===== src/design/pairwise_box_collision_table_assert.svh =====
// ----------------------------------------------------------------------------
// Assertion macros for the box collision table
// Each macro is a concurrent check in simulation and expands to nothing in
// synthesis.
// ----------------------------------------------------------------------------
`ifndef PAIRWISE_BOX_COLLISION_TABLE_ASSERT_SVH
`define PAIRWISE_BOX_COLLISION_TABLE_ASSERT_SVH

`ifndef SYNTHESIS
// The property must hold in the same cycle as the condition.
`define PBCT_ASSERT_IMPLIES(label, clk, rst, cond, prop) \
   label: assert property (@(posedge clk) disable iff (rst) (cond) |-> (prop)) \
      else $error("pbct: same-cycle check failed");
// The property must hold in the cycle after the condition.
`define PBCT_ASSERT_NEXT(label, clk, rst, cond, prop) \
   label: assert property (@(posedge clk) disable iff (rst) (cond) |=> (prop)) \
      else $error("pbct: next-cycle check failed");
`else
`define PBCT_ASSERT_IMPLIES(label, clk, rst, cond, prop)
`define PBCT_ASSERT_NEXT(label, clk, rst, cond, prop)
`endif

`endif


===== src/design/pbct_pkg.sv =====
`timescale 1ns / 1ps
// ----------------------------------------------------------------------------
// Box collision table package
// Shared sizes, codes and the stored box record.
// ----------------------------------------------------------------------------
package pbct_pkg;

   localparam int NUM_SLOTS     = 8;
   localparam int NUM_KINDS     = 16;
   localparam int SLOT_W        = $clog2(NUM_SLOTS);
   localparam int SLOT_FIELD_W  = 3;
   localparam int KIND_W        = 4;
   localparam int COORD_W       = 16;
   localparam int SIZE_W        = 15;
   localparam int STATUS_W      = 3;
   localparam int NUM_MASK_REGS = 4;
   localparam int MASK_REG_W    = 64;
   localparam int MASK_BITS     = NUM_MASK_REGS * MASK_REG_W;
   localparam int CSR_INDEX_W   = $clog2(NUM_MASK_REGS);

   localparam logic [1:0] OP_ADD    = 2'd0;
   localparam logic [1:0] OP_REMOVE = 2'd1;
   localparam logic [1:0] OP_SCAN   = 2'd2;

   localparam logic [STATUS_W-1:0] RSP_ADDED   = 3'd0;
   localparam logic [STATUS_W-1:0] RSP_FULL    = 3'd1;
   localparam logic [STATUS_W-1:0] RSP_REMOVED = 3'd2;
   localparam logic [STATUS_W-1:0] RSP_PAIR    = 3'd3;
   localparam logic [STATUS_W-1:0] RSP_DONE    = 3'd4;

   typedef struct packed {
      logic signed [COORD_W-1:0] left_x;
      logic signed [COORD_W-1:0] top_y;
      logic [SIZE_W-1:0]         box_width;
      logic [SIZE_W-1:0]         box_height;
      logic [KIND_W-1:0]         kind;
   } box_type;

   localparam int BOX_W = $bits(box_type);

   // Slot pair travelling down the scan pipeline.
   typedef struct packed {
      logic              valid;
      logic              last;
      logic [SLOT_W-1:0] lo;
      logic [SLOT_W-1:0] hi;
   } pair_tag_type;

   typedef enum logic [3:0] {
      ST_IDLE = 4'b0001,
      ST_EXEC = 4'b0010,
      ST_SCAN = 4'b0100,
      ST_DONE = 4'b1000
   } state_type;

endpackage


===== src/design/pbct_box_ram.sv =====
`timescale 1ns / 1ps
// ----------------------------------------------------------------------------
// Box store RAM
// Single write port, single read port, registered read with enable.
// ----------------------------------------------------------------------------
module pbct_box_ram #(
   parameter int WIDTH = 8,
   parameter int DEPTH = 8
) (
   input  logic                     clock,
   input  logic                     wr_en,
   input  logic [$clog2(DEPTH)-1:0] wr_addr,
   input  logic [WIDTH-1:0]         wr_data,
   input  logic                     rd_en,
   input  logic [$clog2(DEPTH)-1:0] rd_addr,
   output logic [WIDTH-1:0]         rd_data
);

   logic [WIDTH-1:0] mem [DEPTH];
   logic [WIDTH-1:0] rd_data_ff;

   always_ff @(posedge clock) begin
      if (wr_en) begin
         mem[wr_addr] <= wr_data;
      end
      if (rd_en) begin
         rd_data_ff <= mem[rd_addr];
      end
   end

   assign rd_data = rd_data_ff;

endmodule


===== src/design/pbct_pair_check.sv =====
`timescale 1ns / 1ps
// ----------------------------------------------------------------------------
// Pair check stage
// Looks up the kind-pair mask and tests two boxes for strict overlap,
// registering the verdict.
// ----------------------------------------------------------------------------
module pbct_pair_check (
   input  logic                             clock,
   input  logic                             en,
   input  logic                             both_occupied,
   input  pbct_pkg::box_type                box_a,
   input  pbct_pkg::box_type                box_b,
   input  logic [pbct_pkg::MASK_BITS-1:0]   pair_mask,
   output logic                             hit
);
   import pbct_pkg::*;

   logic signed [COORD_W:0] ax, ay, bx, by;
   logic signed [COORD_W:0] ax_end, ay_end, bx_end, by_end;
   logic                    kinds_ok, overlap;
   logic                    hit_ff;

   always_comb begin
      ax     = {box_a.left_x[COORD_W-1], box_a.left_x};
      ay     = {box_a.top_y[COORD_W-1], box_a.top_y};
      bx     = {box_b.left_x[COORD_W-1], box_b.left_x};
      by     = {box_b.top_y[COORD_W-1], box_b.top_y};
      ax_end = ax + $signed({2'b00, box_a.box_width});
      ay_end = ay + $signed({2'b00, box_a.box_height});
      bx_end = bx + $signed({2'b00, box_b.box_width});
      by_end = by + $signed({2'b00, box_b.box_height});
      overlap = (ax < bx_end) && (ax_end > bx) && (ay < by_end) && (ay_end > by);
      // The mask is laid out so that the first kind and second kind together
      // form the bit index.
      kinds_ok = ({1'b0, box_a.kind} < (KIND_W + 1)'(NUM_KINDS))
              && ({1'b0, box_b.kind} < (KIND_W + 1)'(NUM_KINDS))
              && pair_mask[{box_a.kind, box_b.kind}];
   end

   always_ff @(posedge clock) begin
      if (en) begin
         hit_ff <= both_occupied && kinds_ok && overlap;
      end
   end

   assign hit = hit_ff;

endmodule


===== src/design/pairwise_box_collision_table.sv =====
`timescale 1ns / 1ps
// ----------------------------------------------------------------------------
// Box collision table
// Holds up to NUM_SLOTS boxes with kinds and reports overlapping pairs whose
// kind pair is enabled in the pair mask.
// ----------------------------------------------------------------------------
// Usage: an item on the req_ channel is add (box fields and kind), remove
// (slot) or scan. Add and remove each give one rsp_ item with last set. A scan
// gives one rsp_ item per colliding pair, lower slot in slot_a, in ascending
// order, then a done item with last set. The unused opcode gives no result.
// Timing: an item is registered on acceptance and worked on the next cycle;
// an add or remove result is loaded from the exec state once the result
// register is free, and req_stall drops as it is loaded, so no new item is
// taken before the last one's result is loaded. A scan walks all slot pairs,
// NUM_SLOTS*(NUM_SLOTS-1)/2 of them, one per cycle while the result register
// is free, through a three-stage pipeline (issue and box RAM read, overlap and
// mask check, result); req_stall drops as its done item is loaded. Boxes live
// in a box RAM kept as two copies so that both boxes of a pair are read at once.
// Stalls: the result register frees on the cycle the receiver takes it; while
// rsp_stall holds a result, the scan pipeline freezes in place.
// Reset clears the occupancy flags, the pair mask and all handshakes; the box
// RAM needs no clearing as a slot that is not occupied never yields a hit.
// csr_write loads pair mask register csr_index; write it only while idle.
// ----------------------------------------------------------------------------
module pairwise_box_collision_table (
   input  logic                                clock,
   input  logic                                reset,
   input  logic                                req_valid,
   output logic                                req_stall,
   input  logic [1:0]                          req_opcode,
   input  logic signed [pbct_pkg::COORD_W-1:0] req_left_x,
   input  logic signed [pbct_pkg::COORD_W-1:0] req_top_y,
   input  logic [pbct_pkg::SIZE_W-1:0]         req_box_width,
   input  logic [pbct_pkg::SIZE_W-1:0]         req_box_height,
   input  logic [pbct_pkg::KIND_W-1:0]         req_kind,
   input  logic [pbct_pkg::SLOT_FIELD_W-1:0]   req_slot,
   output logic                                rsp_valid,
   input  logic                                rsp_stall,
   output logic [pbct_pkg::STATUS_W-1:0]       rsp_status,
   output logic [pbct_pkg::SLOT_FIELD_W-1:0]   rsp_slot_a,
   output logic [pbct_pkg::SLOT_FIELD_W-1:0]   rsp_slot_b,
   output logic                                rsp_last,
   input  logic                                csr_write,
   input  logic [pbct_pkg::CSR_INDEX_W-1:0]    csr_index,
   input  logic [pbct_pkg::MASK_REG_W-1:0]     csr_wdata
);
   import pbct_pkg::*;

   state_type state_ff, state_in;

   logic [NUM_MASK_REGS-1:0][MASK_REG_W-1:0] pair_mask_ff;
   logic [MASK_BITS-1:0]                     mask_flat;

   logic [1:0]              op_ff;
   box_type                 box_ff;
   logic [SLOT_FIELD_W-1:0] rslot_ff;

   logic [NUM_SLOTS-1:0] occupied_ff, occupied_in;
   logic [SLOT_W-1:0]    free_slot;
   logic                 table_full;

   logic              issue_ff, issue_in;
   logic [SLOT_W-1:0] lo_ff, lo_in, hi_ff, hi_in;
   pair_tag_type      s1_tag_ff, s1_tag_in, s2_tag_ff;
   logic              s1_occ_ff;
   logic              pair_hit;
   logic              adv;

   logic              ram_we;
   box_type           ram_a_data, ram_b_data;

   logic                    emit;
   logic [STATUS_W-1:0]     emit_status;
   logic [SLOT_FIELD_W-1:0] emit_slot_a, emit_slot_b;
   logic                    emit_last;

   logic                    rsp_valid_ff;
   logic [STATUS_W-1:0]     rsp_status_ff;
   logic [SLOT_FIELD_W-1:0] rsp_slot_a_ff, rsp_slot_b_ff;
   logic                    rsp_last_ff;

   assign mask_flat = pair_mask_ff;
   assign adv       = !rsp_valid_ff || !rsp_stall;
   assign req_stall = (state_ff != ST_IDLE);

   // Lowest free slot; the last assignment in the loop wins.
   always_comb begin
      free_slot  = '0;
      table_full = 1'b1;
      for (int j = NUM_SLOTS - 1; j >= 0; j--) begin
         if (!occupied_ff[j]) begin
            free_slot  = SLOT_W'(j);
            table_full = 1'b0;
         end
      end
   end

   always_comb begin
      state_in    = state_ff;
      occupied_in = occupied_ff;
      issue_in    = issue_ff;
      lo_in       = lo_ff;
      hi_in       = hi_ff;
      ram_we      = 1'b0;
      emit        = 1'b0;
      emit_status = RSP_DONE;
      emit_slot_a = '0;
      emit_slot_b = '0;
      emit_last   = 1'b1;
      s1_tag_in.valid = (state_ff == ST_SCAN) && issue_ff;
      s1_tag_in.last  = (lo_ff == SLOT_W'(NUM_SLOTS - 2))
                     && (hi_ff == SLOT_W'(NUM_SLOTS - 1));
      s1_tag_in.lo    = lo_ff;
      s1_tag_in.hi    = hi_ff;

      case (state_ff)
         ST_IDLE: begin
            if (req_valid) begin
               state_in = ST_EXEC;
            end
         end
         ST_EXEC: begin
            if (adv) begin
               state_in = ST_IDLE;
               case (op_ff)
                  OP_ADD: begin
                     emit = 1'b1;
                     if (table_full) begin
                        emit_status = RSP_FULL;
                     end else begin
                        ram_we                 = 1'b1;
                        occupied_in[free_slot] = 1'b1;
                        emit_status            = RSP_ADDED;
                        emit_slot_a            = SLOT_FIELD_W'(free_slot);
                     end
                  end
                  OP_REMOVE: begin
                     emit        = 1'b1;
                     emit_status = RSP_REMOVED;
                     emit_slot_a = rslot_ff;
                     for (int j = 0; j < NUM_SLOTS; j++) begin
                        if (32'(rslot_ff) == j) begin
                           occupied_in[j] = 1'b0;
                        end
                     end
                  end
                  OP_SCAN: begin
                     state_in = ST_SCAN;
                     issue_in = 1'b1;
                     lo_in    = '0;
                     hi_in    = SLOT_W'(1);
                  end
                  default: begin
                     state_in = ST_IDLE;
                  end
               endcase
            end
         end
         ST_SCAN: begin
            if (adv) begin
               if (issue_ff) begin
                  if (s1_tag_in.last) begin
                     issue_in = 1'b0;
                  end else if (hi_ff == SLOT_W'(NUM_SLOTS - 1)) begin
                     lo_in = lo_ff + SLOT_W'(1);
                     hi_in = lo_ff + SLOT_W'(2);
                  end else begin
                     hi_in = hi_ff + SLOT_W'(1);
                  end
               end
               if (s2_tag_ff.valid) begin
                  if (pair_hit) begin
                     emit        = 1'b1;
                     emit_status = RSP_PAIR;
                     emit_slot_a = SLOT_FIELD_W'(s2_tag_ff.lo);
                     emit_slot_b = SLOT_FIELD_W'(s2_tag_ff.hi);
                     emit_last   = 1'b0;
                  end
                  if (s2_tag_ff.last) begin
                     state_in = ST_DONE;
                  end
               end
            end
         end
         ST_DONE: begin
            if (adv) begin
               emit     = 1'b1;
               state_in = ST_IDLE;
            end
         end
         default: begin
            state_in = ST_IDLE;
         end
      endcase
   end

   always_ff @(posedge clock) begin
      if (reset) begin
         state_ff     <= ST_IDLE;
         occupied_ff  <= '0;
         issue_ff     <= 1'b0;
         pair_mask_ff <= '0;
         s1_tag_ff    <= '0;
         s2_tag_ff    <= '0;
         rsp_valid_ff <= 1'b0;
      end else begin
         state_ff    <= state_in;
         occupied_ff <= occupied_in;
         issue_ff    <= issue_in;
         if (csr_write) begin
            pair_mask_ff[csr_index] <= csr_wdata;
         end
         if (adv) begin
            s1_tag_ff <= s1_tag_in;
            s2_tag_ff <= s1_tag_ff;
         end
         if (emit) begin
            rsp_valid_ff <= 1'b1;
         end else if (!rsp_stall) begin
            rsp_valid_ff <= 1'b0;
         end
      end
   end

   always_ff @(posedge clock) begin
      lo_ff <= lo_in;
      hi_ff <= hi_in;
      if (adv) begin
         s1_occ_ff <= occupied_ff[lo_ff] && occupied_ff[hi_ff];
      end
      if ((state_ff == ST_IDLE) && req_valid) begin
         op_ff             <= req_opcode;
         box_ff.left_x     <= req_left_x;
         box_ff.top_y      <= req_top_y;
         box_ff.box_width  <= req_box_width;
         box_ff.box_height <= req_box_height;
         box_ff.kind       <= req_kind;
         rslot_ff          <= req_slot;
      end
      if (emit) begin
         rsp_status_ff <= emit_status;
         rsp_slot_a_ff <= emit_slot_a;
         rsp_slot_b_ff <= emit_slot_b;
         rsp_last_ff   <= emit_last;
      end
   end

   // Two copies of the box store, written together, one read port each.
   pbct_box_ram #(
      .WIDTH (BOX_W),
      .DEPTH (NUM_SLOTS)
   ) u_ram_lo (
      .clock   (clock),
      .wr_en   (ram_we),
      .wr_addr (free_slot),
      .wr_data (box_ff),
      .rd_en   (adv),
      .rd_addr (lo_ff),
      .rd_data (ram_a_data)
   );

   pbct_box_ram #(
      .WIDTH (BOX_W),
      .DEPTH (NUM_SLOTS)
   ) u_ram_hi (
      .clock   (clock),
      .wr_en   (ram_we),
      .wr_addr (free_slot),
      .wr_data (box_ff),
      .rd_en   (adv),
      .rd_addr (hi_ff),
      .rd_data (ram_b_data)
   );

   pbct_pair_check u_pair_check (
      .clock         (clock),
      .en            (adv),
      .both_occupied (s1_occ_ff),
      .box_a         (ram_a_data),
      .box_b         (ram_b_data),
      .pair_mask     (mask_flat),
      .hit           (pair_hit)
   );

   assign rsp_valid  = rsp_valid_ff;
   assign rsp_status = rsp_status_ff;
   assign rsp_slot_a = rsp_slot_a_ff;
   assign rsp_slot_b = rsp_slot_b_ff;
   assign rsp_last   = rsp_last_ff;

`include "pairwise_box_collision_table_assert.svh"

   `PBCT_ASSERT_NEXT(a_occ_only_in_exec, clock, reset, state_ff != ST_EXEC, $stable(occupied_ff))
   `PBCT_ASSERT_IMPLIES(a_pipe_only_in_scan, clock, reset, s2_tag_ff.valid, state_ff == ST_SCAN)
   `PBCT_ASSERT_IMPLIES(a_pair_order, clock, reset, rsp_valid_ff && rsp_status_ff == RSP_PAIR, rsp_slot_a_ff < rsp_slot_b_ff && !rsp_last_ff)
   `PBCT_ASSERT_IMPLIES(a_done_is_last, clock, reset, rsp_valid_ff && rsp_status_ff == RSP_DONE, rsp_last_ff)

endmodule


===== config.mk =====
export PLATFORM = sky130hd
export DESIGN_NAME = pairwise_box_collision_table
export DESIGN_NICKNAME = d
export VERILOG_FILES = /design/src/design/pbct_pkg.sv /design/src/design/pbct_box_ram.sv /design/src/design/pbct_pair_check.sv /design/src/design/pairwise_box_collision_table.sv
export VERILOG_INCLUDE_DIRS = /design/src /design/src/design
export SDC_FILE = /design/constraint.sdc
export NUM_CORES = 2
export LEC_CHECK = 0
export ABC_AREA = 1
export ABC_CLOCK_PERIOD_IN_PS = 21700
export BUFFER_PORTS_ARGS = -buffer_cell sky130_fd_sc_hd__buf_2
export CORE_MARGIN = 1.5
export CORE_UTILIZATION = 30
export CTS_CLUSTER_DIAMETER = 120
export DETAILED_ROUTE_END_ITERATION = 6
export GPL_TIMING_DRIVEN = 0
export SLEW_MARGIN = 10
export SYNTH_ARGS = -nofsm -noshare
export SYNTH_HDL_FRONTEND = slang
export SYNTH_SLANG_ARGS = --single-unit

===== constraint.sdc =====
create_clock -name clock -period 21.7 [get_ports clock]
set_input_delay 2.17 -clock clock [delete_from_list [all_inputs] [get_ports clock]]
set_output_delay 2.17 -clock clock [all_outputs]
set_load 0.01 [all_outputs]

==> flow_summary.toml <==
[finish]
fin_area_um2 = 56700
fillers = 16280
fin_nets = 5851
final_util = 0.352
multi_input_area_um2 = 17600
instances_no_fill = 7829
seq_area_um2 = 28200
area_growth_syn_to_layout_pct = 16.0
drive_gt1_frac = 0.0906

[power_and_ir_drop]
peakVddDrop_uv = 69.9
p_leak_nw = 20.8
power_mw = 5.42
p_per_area_nw_per_um2 = 95.6

[timing]
fin_skew_ns = 0.0563
maxSlewHeadroom = 0.0813
rsz0062_at_grt = "no"
layout_setup_ws_ns = 16.68
fin_tns_setup_ns = 0
tightest_slew_ns = 1.38
fmax_mhz = 199
drv_slew = 0
fin_crit_sh = 0.231
period_minus_slack_ns = 5.02
hold_violations = 0
setup_violations = 0
whs_ns = 0.448

[worst_setup_path]
crit_path_start_kind = "primary input"
crit_type = "primary input to register"
cp_common_cell = "buf_4"
cp-end-kind = "register"
cp_num_buf_inv = 10
path_delay_family = "buffers and inverters"
crit_slowest_cell = "nor4_2"
critPathMaxStageDelay_ns = 0.70
worstPathCellList = "buf_2, nand2_1, buf_2, nand2_1, nor2_1, nand2_1, nor2_2, inv_2, buf_2, nor4_2, buf_4, buf_4, buf_4, buf_4, buf_4, buf_2"
path_max_fanout = 10
worst_ep_required_time_ns = 22.14
crit_arrival_ns = 5.46

[drt]
viasPerCell = 5.38
wirelength_um = 181000
drtIter0Drc = 5379
vias = 42090
drc = 2
wl_per_cell_um = 23.2
ant_nets = 0
drtPass1Iterations = 7

[global_route]
antenna_found_initial = 15
grt_max_degree = 42
grt_pass1_vias = 39600
overflow = 0
grt_first_pass_wirelength_um = 260000
track_usage = 0.213

[job]
max-cap-violations = 0

[logic_synthesis]
synth_largest_area_cell = "edfxtp_1"
synth_commonest_cells = "o21ai_0 (780), edfxtp_1 (749), nand2_1 (695)"
ys_types = 48
synth_warnings = 0
ys_ff_latch = 1035
synth_edf_count = 749
syn-instance-count = 5243
syn_area_per_cell_um2 = 9.32
synth.most_common_cell = "o21ai_0"
synth_top_area_share = 0.460
syn_area_um2 = 48900
async_flop_share = 0
ys_seq_area_frac = 0.577
synth_flop_cell = "edfxtp_1"
netlist_top_cells_area = "edfxtp_1 (46%), dfxtp_1 (12%), o21ai_0 (8.0%)"
syn_nets = 5519

[clock_network]
cts_tree = "yes"
clockBufferDepth = 3
cts-root-buf = "clkbuf_16"
clock-sinks = 1035
cts.repair.resized = 0
h-tree-depth = 3
cts_buffers = 108
clk_pin_slew_ns = 0.06
ctsHoldBuffers = 0
post-cts-setup-buffers = 0
clkLatencyLatePin_ns = 0.75

[placement]
numPortBuffers = 152
place_congestion = 0.941
place_ws_ns = 15.95
place_inst = 7625
hpwl_um = 131000
dpl_cell_area_um2 = 53100

[floorplan]
start_util = 0.303
coreArea_um2 = 161000
ioPinCount = 154
dieHeight_um = 407
die_area_um2 = 165000
die_x_um = 407
rows = 147

[status]
failed_checks = "design-rule violations"
run_status = "finished, violations left"

[min_path]
holdCritPathClass = "register to register"
[worst register-to-register path: stages (launching register included)]
cell	delay, ns
edfxtp_1	0.64
buf_2	0.42
clkinv_1	0.78
clkbuf_1	0.62
ha_1	0.38
nand3_1	0.11
nand2_1	0.06
nand2_1	0.06
inv_1	0.05
nor4_1	0.62
[state kept, by name (all words and copies together), names as in the netlist, 2 cells and up]
| signal | cells |
|---|---|
| s2_tag_ff | 8 |
| hi_ff | 3 |
| u_ram_hi.mem | 66 |
| state_ff | 4 |
| occupied_ff | 8 |
| u_ram_lo.mem | 462 |
| lo_ff | 3 |
| rslot_ff | 3 |
| u_ram_lo.rd_data | 66 |
| box_ff | 66 |
| rsp_slot_b | 3 |
| rsp_status | 3 |
| mask_flat | 256 |
| op_ff | 2 |
| u_ram_hi.rd_data | 66 |
| s1_tag_ff | 8 |
| rsp_slot_a | 3 |
[final cells by class]
cell class	instances	share of cell area
Clock buffer	132	0.0509
Multi-Input combinational cell	3436	0.311
Clock inverter	68	0.0115
Timing Repair Buffer	222	0.0265
Antenna cell	4	0.000177
Buffer	356	0.0265
Tap cell	2160	0.0477
Sequential cell	1035	0.498
Inverter	416	0.0277
[placed cells by master, fill, tap and decap left out, types with 20 or more instances in the layout]
master | Yosys | layout
o21ai_0 | 780 | 780
a31oi_1 | 135 | 135
a21oi_1 | 517 | 517
buf_1 | 30 | 29
clkinv_2 | 0 | 20
dfxtp_1 | 286 | 286
clkbuf_16 | 0 | 109
nand2_1 | 695 | 695
xnor2_1 | 29 | 29
buf_4 | 14 | 59
clkbuf_1 | 234 | 249
xor2_1 | 30 | 30
o211ai_1 | 133 | 133
inv_1 | 405 | 404
nand3_1 | 345 | 345
buf_2 | 76 | 234
ha_1 | 130 | 130
nor2_1 | 538 | 535
edfxtp_1 | 749 | 749
clkinv_1 | 2 | 22
[routing by layer]
metal,vias up,GRT usage,part of all wire
met5,-,0,0.00048
met2,2421,0.343,0.46
met4,12,0.101,0.050
met1,20118,0.271,0.39
met3,490,0.0434,0.099
li1,19049,-,-
[cell families (layout without fill, tap and decap cells)]
family,after synthesis,after routing,share of synthesized area
simple gates,1624,1624,0.136
compound gates,1619,1619,0.178
flops,1035,1035,0.577
buf+inv,772,1194,0.0627
fa+ha+maj,134,134,0.0349
xor+xnor,59,59,0.0106
other cells,0,4,0
[path summary, 6_finish.rpt]
| check | start | to | slack (ns) | depth (start not counted) |
|---|---|---|---|---|
| hold / removal | mask_flat[105] | mask_flat[105] | 0.45 | 2 |
| setup / recovery | rsp_stall | u_ram_lo.mem[7][41] | 16.68 | 16 |
| setup reg to reg | lo_ff[0] | lo_ff[0] | 17.58 | 9 |
| hold reg to reg | mask_flat[105] | mask_flat[105] | 0.45 | 2 |
[power breakdown]
part           leakage, nW  internal, mW  switching (mW)
clock                 1.70          1.03           0.838
sequential            9.31          2.40           0.179
combinational         9.81         0.312           0.655
(Power assumes the default switching activity.)
